File: config.mk
export PLATFORM = sky130hd
export DESIGN_NAME = uoi_ctrl
export DESIGN_NICKNAME = d
export VERILOG_FILES = /design/src/rtl/assert_macros.svh /design/src/rtl/uoi_pkg.sv /design/src/rtl/uoi_ctrl.sv
export SDC_FILE = /design/constraint.sdc
export NUM_CORES = 1
export LEC_CHECK = 0
export BUFFER_PORTS_ARGS = -buffer_cell sky130_fd_sc_hd__buf_2
export CELL_PAD_IN_SITES_DETAIL_PLACEMENT = 1
export CELL_PAD_IN_SITES_GLOBAL_PLACEMENT = 1
export CORE_MARGIN = 2
export CORE_UTILIZATION = 39
export DETAILED_ROUTE_END_ITERATION = 10
export GPL_TIMING_DRIVEN = 0
export PLACE_DENSITY_LB_ADDON = 0.1
export SYNTH_ARGS = -nofsm -noshare
export SYNTH_HDL_FRONTEND = slang
export SYNTH_SLANG_ARGS = --single-unit
File: constraint.sdc
create_clock -name clk -period 1.7 [get_ports clk]
set_input_delay 0.255 -clock clk [delete_from_list [all_inputs] [get_ports clk]]
set_output_delay 0.255 -clock clk [all_outputs]
set_load 0.01 [all_outputs]
File: src/rtl/assert_macros.svh
// Assertion helpers shared by the RTL that checks itself.
`ifndef ASSERT_MACROS_SVH
`define ASSERT_MACROS_SVH

// Check an implication on every clock edge out of reset.
`define UOI_ASSERT_PROP(label, prop, msg) \
  label: assert property (@(posedge clk) disable iff (rst) prop) else $error(msg);

// Check that a condition never holds out of reset.
`define UOI_ASSERT_NEVER(label, expr, msg) \
  `UOI_ASSERT_PROP(label, !(expr), msg)

`endif

File: src/rtl/uoi_pkg.sv
package uoi_pkg;

  // CORDIC sizing
  localparam int CORDIC_STEPS = 24;
  localparam int COR_CNT_W = $clog2(CORDIC_STEPS);
  localparam int ANG_W = 34;

  // divider sizing: 68-bit numerator, 4 quotient bits a cycle
  localparam int DIV_W = 68;
  localparam int DEN_W = 32;
  localparam int DIV_BITS = 4;
  localparam int DIV_STEPS = DIV_W / DIV_BITS;
  localparam int DIV_CNT_W = $clog2(DIV_STEPS);

  // shared multiplier
  localparam int MUL_W = 34;
  localparam int PROD_W = 2 * MUL_W;

  // fixed-point constants
  localparam logic signed [ANG_W-1:0] PI_Q29 = 34'sd1686629713;
  localparam logic signed [ANG_W-1:0] HALF_PI_Q30 = 34'sd1686629713;
  localparam logic signed [ANG_W-1:0] PI_Q30 = 34'sd3373259426;
  localparam logic signed [ANG_W-1:0] ONE_Q30 = 34'sd1073741824;
  localparam logic signed [ANG_W-1:0] CORDIC_GAIN = 34'sd652032874;
  localparam logic signed [MUL_W-1:0] NS_PER_S = 34'sd1000000000;
  localparam logic [DEN_W-1:0] TWO_PI_Q29 = 32'd3373259426;
  localparam logic [DEN_W-1:0] DIV_Q29 = 32'd1953125;
  localparam logic [DEN_W-1:0] NS_PER_S_U = 32'd1000000000;

  typedef enum logic [5:0] {
    ST_IDLE, ST_DISPATCH, ST_SP_DIV, ST_SP_WAIT, ST_NOW_MUL, ST_NOW, ST_DT,
    ST_P_MUL, ST_DTH_DIV, ST_DTH_WAIT, ST_HALF_DIV, ST_HALF_WAIT, ST_ANG_OLD,
    ST_CI_START, ST_CI_WAIT, ST_WX_MUL, ST_WY_MUL, ST_WY, ST_PX_MUL, ST_PX_DIV,
    ST_PX_WAIT, ST_PY_MUL, ST_PY_DIV, ST_PY_WAIT, ST_HD_DIV, ST_HD_WAIT,
    ST_CN_START, ST_CN_WAIT, ST_OX_MUL, ST_OY_MUL, ST_OY, ST_CQ_START,
    ST_CQ_WAIT, ST_OUT
  } state_t;

  typedef enum logic [2:0] {
    MS_NONE, MS_NOW, MS_P, MS_VC, MS_VS, MS_WX, MS_WY
  } mul_sel_t;

  typedef enum logic [2:0] {
    DS_SETPOSE, DS_DTH, DS_HALF, DS_PX, DS_PY, DS_HEAD
  } div_sel_t;

  typedef enum logic [1:0] {
    CS_INT, CS_NEW, CS_QUAT
  } cor_sel_t;

  typedef enum logic [4:0] {
    WR_NONE, WR_LOAD, WR_SETPOSE, WR_NOW, WR_DT, WR_DTH, WR_ANG_WRAP,
    WR_ANG_OLD, WR_CS, WR_WVX, WR_WVY, WR_PX, WR_PY, WR_HEAD, WR_OVX, WR_OVY,
    WR_QUAT, WR_OUT
  } wr_t;

  typedef struct packed {
    mul_sel_t mul_sel;
    logic     div_start;
    div_sel_t div_sel;
    logic     cor_start;
    cor_sel_t cor_sel;
    wr_t      wr;
  } cmd_t;

  typedef struct packed {
    logic div_done;
    logic cor_done;
    logic func;
    logic stamp_valid;
    logic mode;
    logic out_free;
  } sts_t;

  // arctangent of 2^-i in Q2.30
  function automatic logic [31:0] atan_q30(input logic [4:0] idx);
    case (idx)
      5'd0: return 32'd843314857;
      5'd1: return 32'd497837829;
      5'd2: return 32'd263043837;
      5'd3: return 32'd133525159;
      5'd4: return 32'd67021687;
      5'd5: return 32'd33543516;
      5'd6: return 32'd16775851;
      5'd7: return 32'd8388437;
      5'd8: return 32'd4194283;
      5'd9: return 32'd2097149;
      5'd10: return 32'd1048576;
      5'd11: return 32'd524288;
      5'd12: return 32'd262144;
      5'd13: return 32'd131072;
      5'd14: return 32'd65536;
      5'd15: return 32'd32768;
      5'd16: return 32'd16384;
      5'd17: return 32'd8192;
      5'd18: return 32'd4096;
      5'd19: return 32'd2048;
      5'd20: return 32'd1024;
      5'd21: return 32'd512;
      5'd22: return 32'd256;
      5'd23: return 32'd128;
      5'd24: return 32'd64;
      5'd25: return 32'd32;
      5'd26: return 32'd16;
      5'd27: return 32'd8;
      5'd28: return 32'd4;
      5'd29: return 32'd2;
      5'd30: return 32'd1;
      default: return 32'd0;
    endcase
  endfunction

  // clamp to the signed 32-bit range
  function automatic logic signed [31:0] sat32(input logic signed [35:0] v);
    if (v > 36'sd2147483647) return 32'sd2147483647;
    if (v < -36'sd2147483648) return {1'b1, 31'd0};
    return v[31:0];
  endfunction

endpackage

File: src/rtl/uoi_ctrl.sv
module uoi_ctrl (
  input  logic           clk,
  input  logic           rst,
  input  logic           in_valid,
  input  uoi_pkg::sts_t  sts,
  output logic           in_stall,
  output uoi_pkg::cmd_t  cmd
);

  uoi_pkg::state_t state;
  uoi_pkg::state_t state_next;

  always_ff @(posedge clk) begin
    if (rst) state <= uoi_pkg::ST_IDLE;
    else state <= state_next;
  end

  // sequence one transaction through the datapath
  always_comb begin
    state_next = state;
    case (state)
      uoi_pkg::ST_IDLE:     if (in_valid) state_next = uoi_pkg::ST_DISPATCH;
      uoi_pkg::ST_DISPATCH: state_next = sts.func ? uoi_pkg::ST_SP_DIV : uoi_pkg::ST_NOW_MUL;
      uoi_pkg::ST_SP_DIV:   state_next = uoi_pkg::ST_SP_WAIT;
      uoi_pkg::ST_SP_WAIT:  if (sts.div_done) state_next = uoi_pkg::ST_IDLE;
      uoi_pkg::ST_NOW_MUL:  state_next = uoi_pkg::ST_NOW;
      uoi_pkg::ST_NOW:      state_next = uoi_pkg::ST_DT;
      uoi_pkg::ST_DT:       state_next = sts.stamp_valid ? uoi_pkg::ST_P_MUL : uoi_pkg::ST_IDLE;
      uoi_pkg::ST_P_MUL:    state_next = uoi_pkg::ST_DTH_DIV;
      uoi_pkg::ST_DTH_DIV:  state_next = uoi_pkg::ST_DTH_WAIT;
      uoi_pkg::ST_DTH_WAIT: begin
        if (sts.div_done) state_next = sts.mode ? uoi_pkg::ST_HALF_DIV : uoi_pkg::ST_ANG_OLD;
      end
      uoi_pkg::ST_HALF_DIV:  state_next = uoi_pkg::ST_HALF_WAIT;
      uoi_pkg::ST_HALF_WAIT: if (sts.div_done) state_next = uoi_pkg::ST_CI_START;
      uoi_pkg::ST_ANG_OLD:   state_next = uoi_pkg::ST_CI_START;
      uoi_pkg::ST_CI_START:  state_next = uoi_pkg::ST_CI_WAIT;
      uoi_pkg::ST_CI_WAIT:   if (sts.cor_done) state_next = uoi_pkg::ST_WX_MUL;
      uoi_pkg::ST_WX_MUL:    state_next = uoi_pkg::ST_WY_MUL;
      uoi_pkg::ST_WY_MUL:    state_next = uoi_pkg::ST_WY;
      uoi_pkg::ST_WY:        state_next = uoi_pkg::ST_PX_MUL;
      uoi_pkg::ST_PX_MUL:    state_next = uoi_pkg::ST_PX_DIV;
      uoi_pkg::ST_PX_DIV:    state_next = uoi_pkg::ST_PX_WAIT;
      uoi_pkg::ST_PX_WAIT:   if (sts.div_done) state_next = uoi_pkg::ST_PY_MUL;
      uoi_pkg::ST_PY_MUL:    state_next = uoi_pkg::ST_PY_DIV;
      uoi_pkg::ST_PY_DIV:    state_next = uoi_pkg::ST_PY_WAIT;
      uoi_pkg::ST_PY_WAIT:   if (sts.div_done) state_next = uoi_pkg::ST_HD_DIV;
      uoi_pkg::ST_HD_DIV:    state_next = uoi_pkg::ST_HD_WAIT;
      uoi_pkg::ST_HD_WAIT:   if (sts.div_done) state_next = uoi_pkg::ST_CN_START;
      uoi_pkg::ST_CN_START:  state_next = uoi_pkg::ST_CN_WAIT;
      uoi_pkg::ST_CN_WAIT:   if (sts.cor_done) state_next = uoi_pkg::ST_OX_MUL;
      uoi_pkg::ST_OX_MUL:    state_next = uoi_pkg::ST_OY_MUL;
      uoi_pkg::ST_OY_MUL:    state_next = uoi_pkg::ST_OY;
      uoi_pkg::ST_OY:        state_next = uoi_pkg::ST_CQ_START;
      uoi_pkg::ST_CQ_START:  state_next = uoi_pkg::ST_CQ_WAIT;
      uoi_pkg::ST_CQ_WAIT:   if (sts.cor_done) state_next = uoi_pkg::ST_OUT;
      uoi_pkg::ST_OUT:       if (sts.out_free) state_next = uoi_pkg::ST_IDLE;
      default:               state_next = uoi_pkg::ST_IDLE;
    endcase
  end

  // drive datapath commands for each state
  always_comb begin
    cmd = '0;
    in_stall = (state != uoi_pkg::ST_IDLE);
    case (state)
      uoi_pkg::ST_IDLE: if (in_valid) cmd.wr = uoi_pkg::WR_LOAD;
      uoi_pkg::ST_SP_DIV: begin
        cmd.div_start = 1'b1;
        cmd.div_sel = uoi_pkg::DS_SETPOSE;
      end
      uoi_pkg::ST_SP_WAIT: if (sts.div_done) cmd.wr = uoi_pkg::WR_SETPOSE;
      uoi_pkg::ST_NOW_MUL: cmd.mul_sel = uoi_pkg::MS_NOW;
      uoi_pkg::ST_NOW:     cmd.wr = uoi_pkg::WR_NOW;
      uoi_pkg::ST_DT:      cmd.wr = uoi_pkg::WR_DT;
      uoi_pkg::ST_P_MUL:   cmd.mul_sel = uoi_pkg::MS_P;
      uoi_pkg::ST_DTH_DIV: begin
        cmd.div_start = 1'b1;
        cmd.div_sel = uoi_pkg::DS_DTH;
      end
      uoi_pkg::ST_DTH_WAIT: if (sts.div_done) cmd.wr = uoi_pkg::WR_DTH;
      uoi_pkg::ST_HALF_DIV: begin
        cmd.div_start = 1'b1;
        cmd.div_sel = uoi_pkg::DS_HALF;
      end
      uoi_pkg::ST_HALF_WAIT: if (sts.div_done) cmd.wr = uoi_pkg::WR_ANG_WRAP;
      uoi_pkg::ST_ANG_OLD:   cmd.wr = uoi_pkg::WR_ANG_OLD;
      uoi_pkg::ST_CI_START: begin
        cmd.cor_start = 1'b1;
        cmd.cor_sel = uoi_pkg::CS_INT;
      end
      uoi_pkg::ST_CI_WAIT: if (sts.cor_done) cmd.wr = uoi_pkg::WR_CS;
      uoi_pkg::ST_WX_MUL:  cmd.mul_sel = uoi_pkg::MS_VC;
      uoi_pkg::ST_WY_MUL: begin
        cmd.mul_sel = uoi_pkg::MS_VS;
        cmd.wr = uoi_pkg::WR_WVX;
      end
      uoi_pkg::ST_WY:     cmd.wr = uoi_pkg::WR_WVY;
      uoi_pkg::ST_PX_MUL: cmd.mul_sel = uoi_pkg::MS_WX;
      uoi_pkg::ST_PX_DIV: begin
        cmd.div_start = 1'b1;
        cmd.div_sel = uoi_pkg::DS_PX;
      end
      uoi_pkg::ST_PX_WAIT: if (sts.div_done) cmd.wr = uoi_pkg::WR_PX;
      uoi_pkg::ST_PY_MUL:  cmd.mul_sel = uoi_pkg::MS_WY;
      uoi_pkg::ST_PY_DIV: begin
        cmd.div_start = 1'b1;
        cmd.div_sel = uoi_pkg::DS_PY;
      end
      uoi_pkg::ST_PY_WAIT: if (sts.div_done) cmd.wr = uoi_pkg::WR_PY;
      uoi_pkg::ST_HD_DIV: begin
        cmd.div_start = 1'b1;
        cmd.div_sel = uoi_pkg::DS_HEAD;
      end
      uoi_pkg::ST_HD_WAIT: if (sts.div_done) cmd.wr = uoi_pkg::WR_HEAD;
      uoi_pkg::ST_CN_START: begin
        cmd.cor_start = 1'b1;
        cmd.cor_sel = uoi_pkg::CS_NEW;
      end
      uoi_pkg::ST_CN_WAIT: if (sts.cor_done) cmd.wr = uoi_pkg::WR_CS;
      uoi_pkg::ST_OX_MUL:  cmd.mul_sel = uoi_pkg::MS_VC;
      uoi_pkg::ST_OY_MUL: begin
        cmd.mul_sel = uoi_pkg::MS_VS;
        cmd.wr = uoi_pkg::WR_OVX;
      end
      uoi_pkg::ST_OY: cmd.wr = uoi_pkg::WR_OVY;
      uoi_pkg::ST_CQ_START: begin
        cmd.cor_start = 1'b1;
        cmd.cor_sel = uoi_pkg::CS_QUAT;
      end
      uoi_pkg::ST_CQ_WAIT: if (sts.cor_done) cmd.wr = uoi_pkg::WR_QUAT;
      uoi_pkg::ST_OUT:     if (sts.out_free) cmd.wr = uoi_pkg::WR_OUT;
      default: begin
      end
    endcase
  end

endmodule

==> run metrics, run 1 <==
status did not finish; Fail Step global routing (5_1_grt); Error [ERROR DPL-0033] detailed placement checks failed during check placement.; adder-cell share of the synthesized area 0%; Port Buffers 24; async set-or-reset flop fraction in the synthesized netlist 0%; DIE WIDTH 60.1 um; most common flop cell mapped by yosys dfxtp_1; Synth Net Count 183; Sink Count 6; Final HPWL DP 3.45 mm; Starting Density 40.5%; dpl cells 242; Root Driver clkbuf_4; num ports 25; Unique masters post-synth 60; yosys synthesis warning count 0; Synth Area in XOR/XNOR 3.47%; number of CTS-inserted buffers 3; RD Place Congestion 0.905; Synth top area share 9.79%; Post-synth EDFFs 0; # rows 20; Hold Buf Count CTS 0; post-synthesis simple-gate area fraction 36.1%; area post-placement 1400 sq um; initial antenna violation count 0; Compound-Gate Fraction of Synth Area between 30% and 40%; Yosys top cell by area dfxtp_1; ranking of synthesized cells by area dfxtp_1 (9.8%), nor2_1 (5.2%), a21oi_1 (4.9%), mux2i_1 (4.1%), nand2_1 (4.0%); cell area after synthesis roughly 1200 sq um; largest family of logic cells by synthesized area simple AND/OR/NAND/NOR gates; Post-Synthesis Mean Instance Area 7.05 sq um; WEP type primary output; Post-Synthesis Cells 174; mux contribution to synthesized area 4.08%; H-tree depth 1; largest net degree at the start of global routing 11; Die Y around 60 um; Max Root-Sink Buffers 2; worst-path endpoint after global-route repair_timing cmd[2]; register bit total from synthesis 6; Seq/Total Area, Yosys 9.79%
-- cell families after synthesis --
| group | Yosys count |
|---|---|
| buf+inv | 24 |
| xor+xnor | 4 |
| mux | 5 |
| simple gates | 76 |
| flops | 6 |
| compound gates | 59 |
-- synth_stat cells, types with 2 or more instances --
library cell,instances
a21oi_1,12
a22o_1,2
a311o_1,2
a311oi_1,2
a31oi_1,7
a32oi_1,3
and2b_1,2
buf_2,6
buf_4,3
buf_6,3
clkbuf_1,5
dfxtp_1,6
inv_1,5
inv_2,2
mux2i_1,5
nand2_1,13
nand2b_1,6
nand2b_2,2
nand3_1,6
nand4_1,5
nor2_1,17
nor2b_1,3
nor3_1,7
nor4_1,2
o21ai_0,8
o22ai_2,2
o31ai_1,3
xnor2_1,3
-- through the flow --
step                      setup WS, ns  hold WS [ns]
after floorplan               0.000579         0.324
after global placement          -0.271         0.512
after detailed placement        -0.294         0.523
after CTS                       -0.255         0.251
-- what timing repair did --
action / CTS
buffers inserted: 16
gates cloned: 1
pin swaps: 10
endpoints found under the setup margin: 19
resized for setup: 63
==> inputs of run 2 (changes only) <==
Settings changed: CELL_PAD_IN_SITES_DETAIL_PLACEMENT 1 to default, CELL_PAD_IN_SITES_GLOBAL_PLACEMENT 1 to default, CORE_AREA from default to 2 2 63 65, CORE_MARGIN 2 to default, CORE_UTILIZATION 39 to default, DIE_AREA from default to 0 0 65 67, PLACE_DENSITY_LB_ADDON 0.1 to 0.15.
==> run 2 against run 1 <==
Synthesized area did not move. The flow now finishes, with violations (negative setup slack). Synthesized cell count did not move.
==> run metrics, run 2 <==
Routed met1 length about 1.9 mm; metal3 WL between 500 and 600 um; Post-Synthesis Mean Instance Area 7.05 sq um; most common flop cell mapped by yosys dfxtp_1; NumNets Final approximately 250; Critical Path Source Type flip-flop; Post-Synthesis Cells 174; Worst Skew 0.00299 ns; Yosys top cell by area dfxtp_1; vias in the first global route 1,577; DR vias/cell 6.19; Final TNS setup -1.62 ns; Max Root-Sink Buffers 2; DIE AREA 4360 sq um; DR top layer met4; Final min period 1.92 ns; maximum vdd drop 0.000486 V; CTS tree done; largest net degree at the start of global routing 11; Area Growth Syn to Fin 64.2%; First-pass DRT Iterations 5; Largest register FFs 6; PD cells roughly 1200 nW/um^2; Core ar. approximately 3600 sq um; Unique masters post-synth 60; Slew HR 66.0%; crit path capture type primary output; Tot GR Track Use between 20% and 30%; most common cell after layout, fill and taps aside buf_4; yosys synthesis warning count 0; WL met2 2.47 mm; global-route wire length before repair around 7.6 mm; Largest Register state; worst hold path type input port to flip-flop; DRT iter0 DRCs 119; total global routing overflow 0; arrival time at the worst endpoint between 1.5 and 2 ns; Root Driver clkbuf_8; Seq/Total Area, Yosys 9.79%; clock slew at reported path FFs around 0.040 ns; Final Cycle Share 113%; Starting Density 34.0%; H-tree depth 1; Final HPWL DP roughly 3.2 mm; initial antenna violation count 0; final-report setup violation count 16; Worst Path Class, Setup flip-flop to primary output; top cells by count, synth nor2_1 (17), nand2_1 (13), a21oi_1 (12); number of CTS-inserted buffers 3; share of layout cells above drive strength 1 51.9%; Die Y between 60 and 70 um; Post-synth EDFFs 0; register bit total from synthesis 6; worst-skew pair later-pin latency between 0.2 and 0.25 ns; DRC 0; Max Fclk between 500 and 600 MHz; setup ws final -0.216 ns; Final Hold Fails 0; Vias around 1,800; biggest regs state x6; Pleak 0.811 nW; Post-Place Setup Slack -0.362 ns; Synth top area share 9.79%; filler cell count between 300 and 400; per-cell routed wire length 18.2 um; num ports 25; Synth Net Count roughly 180; Detail Route Antenna Nets 0; RD Place Congestion 0.911; dpl cells 246; async set-or-reset flop fraction in the synthesized netlist 0%; # rows 22; max cap viols 0; commonest cells after routing, fill and taps aside buf_4 (27), buf_2 (24), nor2_1 (15); RSZ-0062 raised after global routing true; cell area after synthesis 1230 sq um; Least-Margin Pin Slew between 0.5 and 0.6 ns; Port Buffers 24; DIE WIDTH 65 um; critical-path maximum fanout 8; status finished, violations left; top-count cell post-synth nor2_1; failing checks negative setup slack; antenna cells 0; final WL 5.15 mm; Layout Cells excl Fill 283; Max Slew Vio Count 0; Hold Buf Count CTS 0; Sink Count 6; Crit path required time around 1.4 ns; ranking of synthesized cells by area dfxtp_1 (9.8%), nor2_1 (5.2%), a21oi_1 (4.9%), mux2i_1 (4.1%), nand2_1 (4.0%)
-- run 2: worst paths after layout --
| kind | cells after the start | from | to | slack [ns] |
|---|---|---|---|---|
| setup / recovery | 8 | state[1]$_SDFFE_PP0P_ | cmd[12] | -0.22 |
| hold / removal | 2 | rst | state[4]$_SDFFE_PP0P_ | 0.29 |
| setup reg to reg | 9 | state[3]$_SDFFE_PP0P_ | state[5]$_SDFFE_PP0P_ | -0.09 |
| hold reg to reg | 4 | state[2]$_SDFFE_PP0P_ | state[5]$_SDFFE_PP0P_ | 0.76 |
-- run 2: metrics by stage --
step           hold slack, ns  total power, mW  area, sq um  utilization, %
6_report                0.287             2.45         2020            55.9
3_3_place_gp            0.515             1.61         1410            39.1
2_1_floorplan           0.324             1.23         1230               -
4_1_cts                 0.281             2.16         1800            49.8
3_5_place_dp            0.512             1.59         1410            39.1
5_1_grt                 0.296             2.57         2020            55.9
-- run 2: timing repair --
item	4_1_cts	5_1_grt
gates resized for setup	56	28
gates cloned	0	2
pin swaps	13	13
setup endpoints to repair	18	20
setup buffers	19	13
-- run 2: area by class of cell --
cell class	instances	area, sq um	area share, %
Timing Repair Buffer	57	394	19.6
Sequential cell	6	133	6.58
Clock buffer	3	41.3	2.05
Tap cell	48	60.1	2.98
Multi-Input combinational cell	145	1140	56.5
Buffer	17	223	11.0
Inverter	7	26.3	1.30
-- run 2: report_power, final --
part,leakage (nW),switching [mW],internal [mW]
registers,0.0522,0.0898,0.196
logic,0.738,1.06,0.889
clock network,0.0216,0.0628,0.152
total,0.811,1.21,1.24
-- run 2: cell families after synthesis --
group	synth area share [%]
XOR/XNOR	3.47
multiplexers	4.08
AND/OR/NAND/NOR	36.1
AO/OA/AOI/OAI	35.9
buffers and inverters	10.7
flip-flops	9.79
-- run 2: layer usage --
metal | track usage [%] | up-vias
met1 | 28.5 | 814
met3 | 3.72 | 25
met4 | 8.24 | 0
met2 | 39.0 | 126
li1 | - | 787
met5 | 0 | -
-- run 2: worst max-delay path, cell delays in order, from the launching register on --
cell,delay (ns)
dfxtp_2,0.31
buf_8,0.13
buf_8,0.13
buf_8,0.14
a22o_1,0.20
a22o_1,0.19
a22oi_1,0.13
nor2_1,0.06
buf_2,0.13
No activity file was read; power rests on OpenSTA's default activity.
==> inputs of run 3 (changes only) <==
Settings changed: BUFFER_PORTS_ARGS -buffer_cell sky130_fd_sc_hd__buf_2 to -buffer_cell sky130_fd_sc_hd__clkbuf_2.
==> run 3 against run 2 <==
The run still ends with negative setup slack left. Combinational power increased by 14%. Total power increased by 12%. Cell count rose by 0.71%. Critical endpoint is now cmd[3].
==> run metrics, run 3 (same netlist as run 2, synthesis figures left out) <==
status finished, violations left; failing checks negative setup slack; Final min period 1.90 ns; CP delay by family, top compound AO/OA/AOI/OAI gates; initial antenna violation count 0; Comb power frac around four fifths; DIE WIDTH 65 um; PD cells approximately 1300 nW/um^2; Max Root-Sink Buffers 2; RD Place Congestion 0.911; setup ws final -0.202 ns; final WL 5.87 mm; DR vias/cell 6.49; Area Growth Syn to Fin 72.3%; biggest regs state x6; final-report setup violation count 18; antenna cells 0; Overall Power 2.76 mW; Die Y 67 um; Detail Route Antenna Nets 0; reg2reg end state[5]$_SDFFE_PP0P_; crit path max-delay cell type a311o_1; global-route wire length before repair 8.02 mm; Final Hold Fails 0; NumNets Final 248; Worst Path Class, Setup flip-flop to primary output; Worst Skew ~0.0027 ns; Pleak 0.849 nW; worst flop-to-flop path startpoint state[4]$_SDFFE_PP0P_; Starting Density between 30% and 40%; per-cell routed wire length slightly above 20 um; hold-critical path depth 2; sequential share of power 11.0%; CTS tree done; Port Buffers 24; Vias 1,850; # rows 22; Hold Buf Count CTS 0; maximum vdd drop 0.000636 V; DRT iter0 DRCs about 190; Final HPWL DP 3.25 mm; Least-Margin Pin Slew 0.572 ns; Worst Path Buf+Inv 3; clock slew at reported path FFs 0.04 ns; Max Slew Vio Count 0; share of layout cells above drive strength 1 a little over half; Crit path required time 1.44 ns; arrival time at the worst endpoint 1.65 ns; switching share of power 48.7%; Critical Path Source Type flip-flop; H-tree depth 1; Hold Slack between 0.3 and 0.4 ns; number of CTS-inserted buffers 3; First-pass DRT Iterations 5; crit-path cells buf_6 -> buf_8 -> mux2i_1 -> a32oi_1 -> nor2_1 -> a311o_1 -> buf_2; most common cell after layout, fill and taps aside buf_4; R2R setup slack -0.16 ns; delay of the slowest critical-path stage between 0.3 and 0.4 ns; worst-skew pair later-pin latency approximately 0.23 ns; crit path capture type primary output; Slew HR 61.9%; vias in the first global route ~1,600; Largest Register state; Tot GR Track Use 24.3%; worst hold path type input port to flip-flop; R2R cell count 9; largest net degree at the start of global routing 11; Sink Count 6; max cap viols 0; RSZ-0062 raised after global routing true; Largest register FFs 6; Core ar. 3610 sq um; hold_sp rst; commonest cells after routing, fill and taps aside buf_4 (28), nor2_1 (15), clkbuf_2 (15); Max Fclk 526 MHz; Root Driver clkbuf_8; Worst Hold Endpoint state[2]$_SDFFE_PP0P_; P_sw between 1 and 1.5 mW; critical-path maximum fanout 6; Final Cycle Share 112%; filler cell count 307; clock power share under 10%; DIE AREA 4360 sq um; num ports 25; DRC 0; total global routing overflow 0; Internal between 1 and 1.5 mW
-- run 3: changes by cell type in the layout (fill, tap and decap cells not counted), moves of 2 or more --
cell      previous run  this run
buf_2               24        10
clkbuf_2             0        15
inv_2                3         1
nand2_1              8        10
nand2_2              4         1
-- run 3: layout make-up --
type                            count  area [sq um]  area share, %
Sequential cell                     6           135           6.39
Multi-Input combinational cell    144          1190           56.3
Clock buffer                        3          41.3           1.95
Inverter                            7          28.8           1.36
Tap cell                           48          60.1           2.84
Buffer                             15           196           9.29
Timing Repair Buffer               62           463           21.9
-- run 3: per-stage QoR --
step | worst slack (ns) | util, % | area (sq um) | std cells | TNS, ns
after floorplan | 0.000579 | - | 1230 | 174 | 0
after global routing | -0.281 | 58.6 | 2110 | 285 | -3.21
after global placement | -0.366 | 39.1 | 1410 | 246 | -2.49
after CTS | -0.169 | 50.5 | 1820 | 271 | -1.31
after detailed placement | -0.344 | 39.1 | 1410 | 246 | -2.60
final | -0.202 | 58.6 | 2110 | 285 | -2.05
-- run 3: worst max path at each step --
| stage | start | endpoint | slack (ns) | cells past startpoint |
|---|---|---|---|---|
| after floorplan | state[0]$_SDFFE_PP0P_ | cmd[9] | 0.0006 | 4 |
| after global placement | state[5]$_SDFFE_PP0P_ | cmd[1] | -0.37 | 7 |
| after detailed placement | state[5]$_SDFFE_PP0P_ | cmd[1] | -0.34 | 7 |
| after CTS | state[1]$_SDFFE_PP0P_ | cmd[1] | -0.17 | 7 |
| after global routing | state[1]$_SDFFE_PP0P_ | cmd[0] | -0.28 | 7 |
| final | state[3]$_SDFFE_PP0P_ | cmd[3] | -0.20 | 7 |
-- run 3: per-layer routing --
metal	up-vias	track usage, %	wire length [um]
met1	884	29.1	2260
met3	43	2.53	508
met2	133	42.5	2730
met5	-	0	0
li1	790	-	-
met4	0	13.0	370
-- run 3: worst register-to-register path, cell delays in order (launching register included) --
cell      delay, ns
dfxtp_2        0.36
buf_6          0.14
nor2b_4        0.24
buf_6          0.12
buf_6          0.08
buf_6          0.09
nand3_4        0.09
a211o_1        0.34
a31oi_1        0.21
a311oi_2       0.07
-- run 3: repair_timing --
action | in CTS | in global routing
setup endpoints to repair | 20 | 19
gates resized for setup | 58 | 48
setup buffers | 21 | 15
pin swaps | 13 | 21
cloned | 2 | 1
-- run 3: power groups by stage --
stage / Combinational (mW) / Clock (mW) / Sequential, mW
detailed placement: 1.35 / 0 / 0.252
floorplan: 1.00 / 0 / 0.228
CTS: 1.71 / 0.221 / 0.292
global route: 2.34 / 0.233 / 0.305
global placement: 1.35 / 0 / 0.255
finish: 2.23 / 0.219 / 0.304
==> inputs of run 4 (changes only) <==
Settings changed: BUFFER_PORTS_ARGS -buffer_cell sky130_fd_sc_hd__clkbuf_2 to default, CTS_BUF_LIST from default to sky130_fd_sc_hd__clkbuf_4, DONT_BUFFER_PORTS from default to 1.
==> run 4 against run 3 <==
The flow still finishes with violations (negative setup slack). Cell count shrank 12%. Combinational power is 13% lower. Worst setup slack better by 0.049 ns. Register-to-register slack improved by 0.03 ns. Core utilization decreased by 7.3 points. Critical endpoint unchanged. Largest cell class unchanged.
==> run metrics, run 4 (same netlist as run 2, synthesis figures left out) <==
status finished, violations left; failing checks negative setup slack; most common cell after layout, fill and taps aside buf_4; crit path capture type primary output; Final Hold Fails 0; Crit path required time 1.44 ns; Multi-input gate area 1190 sq um; Final min period around 1.9 ns; fin area 1850 sq um; arrival time at the worst endpoint 1.60 ns; biggest regs state x6; Overall Power ~2.4 mW; Max Slew Vio Count 0; max cap viols 0; vias in the first global route 1,617; CTS tree done; H-tree depth 1; Starting Density between 30 and 40%; Pleak 0.670 nW; Max Root-Sink Buffers 2; Tot GR Track Use between 20% and 30%; Largest register FFs 6; Detail Route Antenna Nets 0; First-pass DRT Iterations 5; Root Driver clkbuf_4; Worst Path Class, Setup flip-flop to primary output; dpl cells 222; Post-Place Setup Slack -0.275 ns; worst hold path type input port to flip-flop; Hold Slack about 0.063 ns; DIE WIDTH 65 um; PD cells 1270 nW/um^2; area post-placement 1290 sq um; clock slew at reported path FFs 0.05 ns; Core ar. 3610 sq um; Sink Count 6; per-cell routed wire length about 20 um; Largest Register state; Core Util, Final 51.4%; RSZ-0062 raised after global routing true; DRT iter0 DRCs 121; NumNets Final between 200 and 250; maximum vdd drop 0.000450 V; Layout Cells excl Fill around 250; DIE AREA roughly 4400 sq um; share of layout cells above drive strength 1 48.8%; commonest cells after routing, fill and taps aside buf_4 (23), nor2_1 (11), nand2_1 (10); setup ws final -0.154 ns; global-route wire length before repair 8.06 mm; Critical Path Source Type flip-flop; initial antenna violation count 0; worst-skew pair later-pin latency 0.24 ns; number of CTS-inserted buffers 3; critical-path maximum fanout 7; Slew HR 64.7%; filler cell count 354; final-report setup violation count 14; antenna cells 0; Final HPWL DP 3.32 mm; Area Growth Syn to Fin 51.0%; Final TNS setup -1.19 ns; DR vias/cell 6.39; register area roughly 130 sq um; largest net degree at the start of global routing 11; DRC 0; Die Y 67 um; RD Place Congestion 0.961; Port Buffers 0; Hold Buf Count CTS 0; final WL roughly 5 mm; total global routing overflow 0; num ports 25; Worst Skew 0.00103 ns; Max Fclk 539 MHz; R2R setup slack -0.13 ns; Vias between 1,500 and 2,000; Least-Margin Pin Slew between 0.5 and 0.6 ns; # rows 22; Final Cycle Share 109%
## run 4: power breakdown
part           internal [mW]  total (mW)  switching, mW
Combinational          0.858        1.94           1.08
Sequential             0.195       0.283         0.0879
Clock                 0.0799       0.132         0.0520
Total                   1.13        2.36           1.22
## run 4: area by class of cell
type                    count  area share (%)
multi-input cells         144            64.0
flip-flops and latches      6            7.16
inverters                   7            1.42
plain buffers              17            10.4
repair buffers             26            12.6
well taps                  48            3.24
clock buffers               3            1.22
## run 4: path summary, 6_finish.rpt
kind | cells after the start | startpoint | end
max | 5 | state[1]$_SDFFE_PP0P_ | cmd[3]
min | 1 | rst | state[2]$_SDFFE_PP0P_
max reg2reg | 10 | state[1]$_SDFFE_PP0P_ | state[0]$_SDFFE_PP0P_
min reg2reg | 3 | state[5]$_SDFFE_PP0P_ | state[5]$_SDFFE_PP0P_
## run 4: timing repair
item / CTS / global route
resized for setup: 63 / 21
gates cloned: 1 / 3
pin swaps: 13 / 7
buffers inserted: 18 / 4
setup endpoints to repair: 21 / 19
## run 4: worst max-delay path, cell delays in order, from the launching register on
cell and delay, ns:
dfxtp_2 0.32, buf_6 0.15, and2b_2 0.28, a32oi_1 0.19, nor2_1 0.08, a311o_1 0.33
## run 4: per-layer routing
layer | global-route usage [%] | vias to the layer above | part of all wire, %
met1 | 29.6 | 751 | 40
met2 | 38.5 | 106 | 46
met5 | 0 | - | 0
li1 | - | 721 | -
met4 | 17.0 | 0 | 4.7
met3 | 3.04 | 26 | 9.0
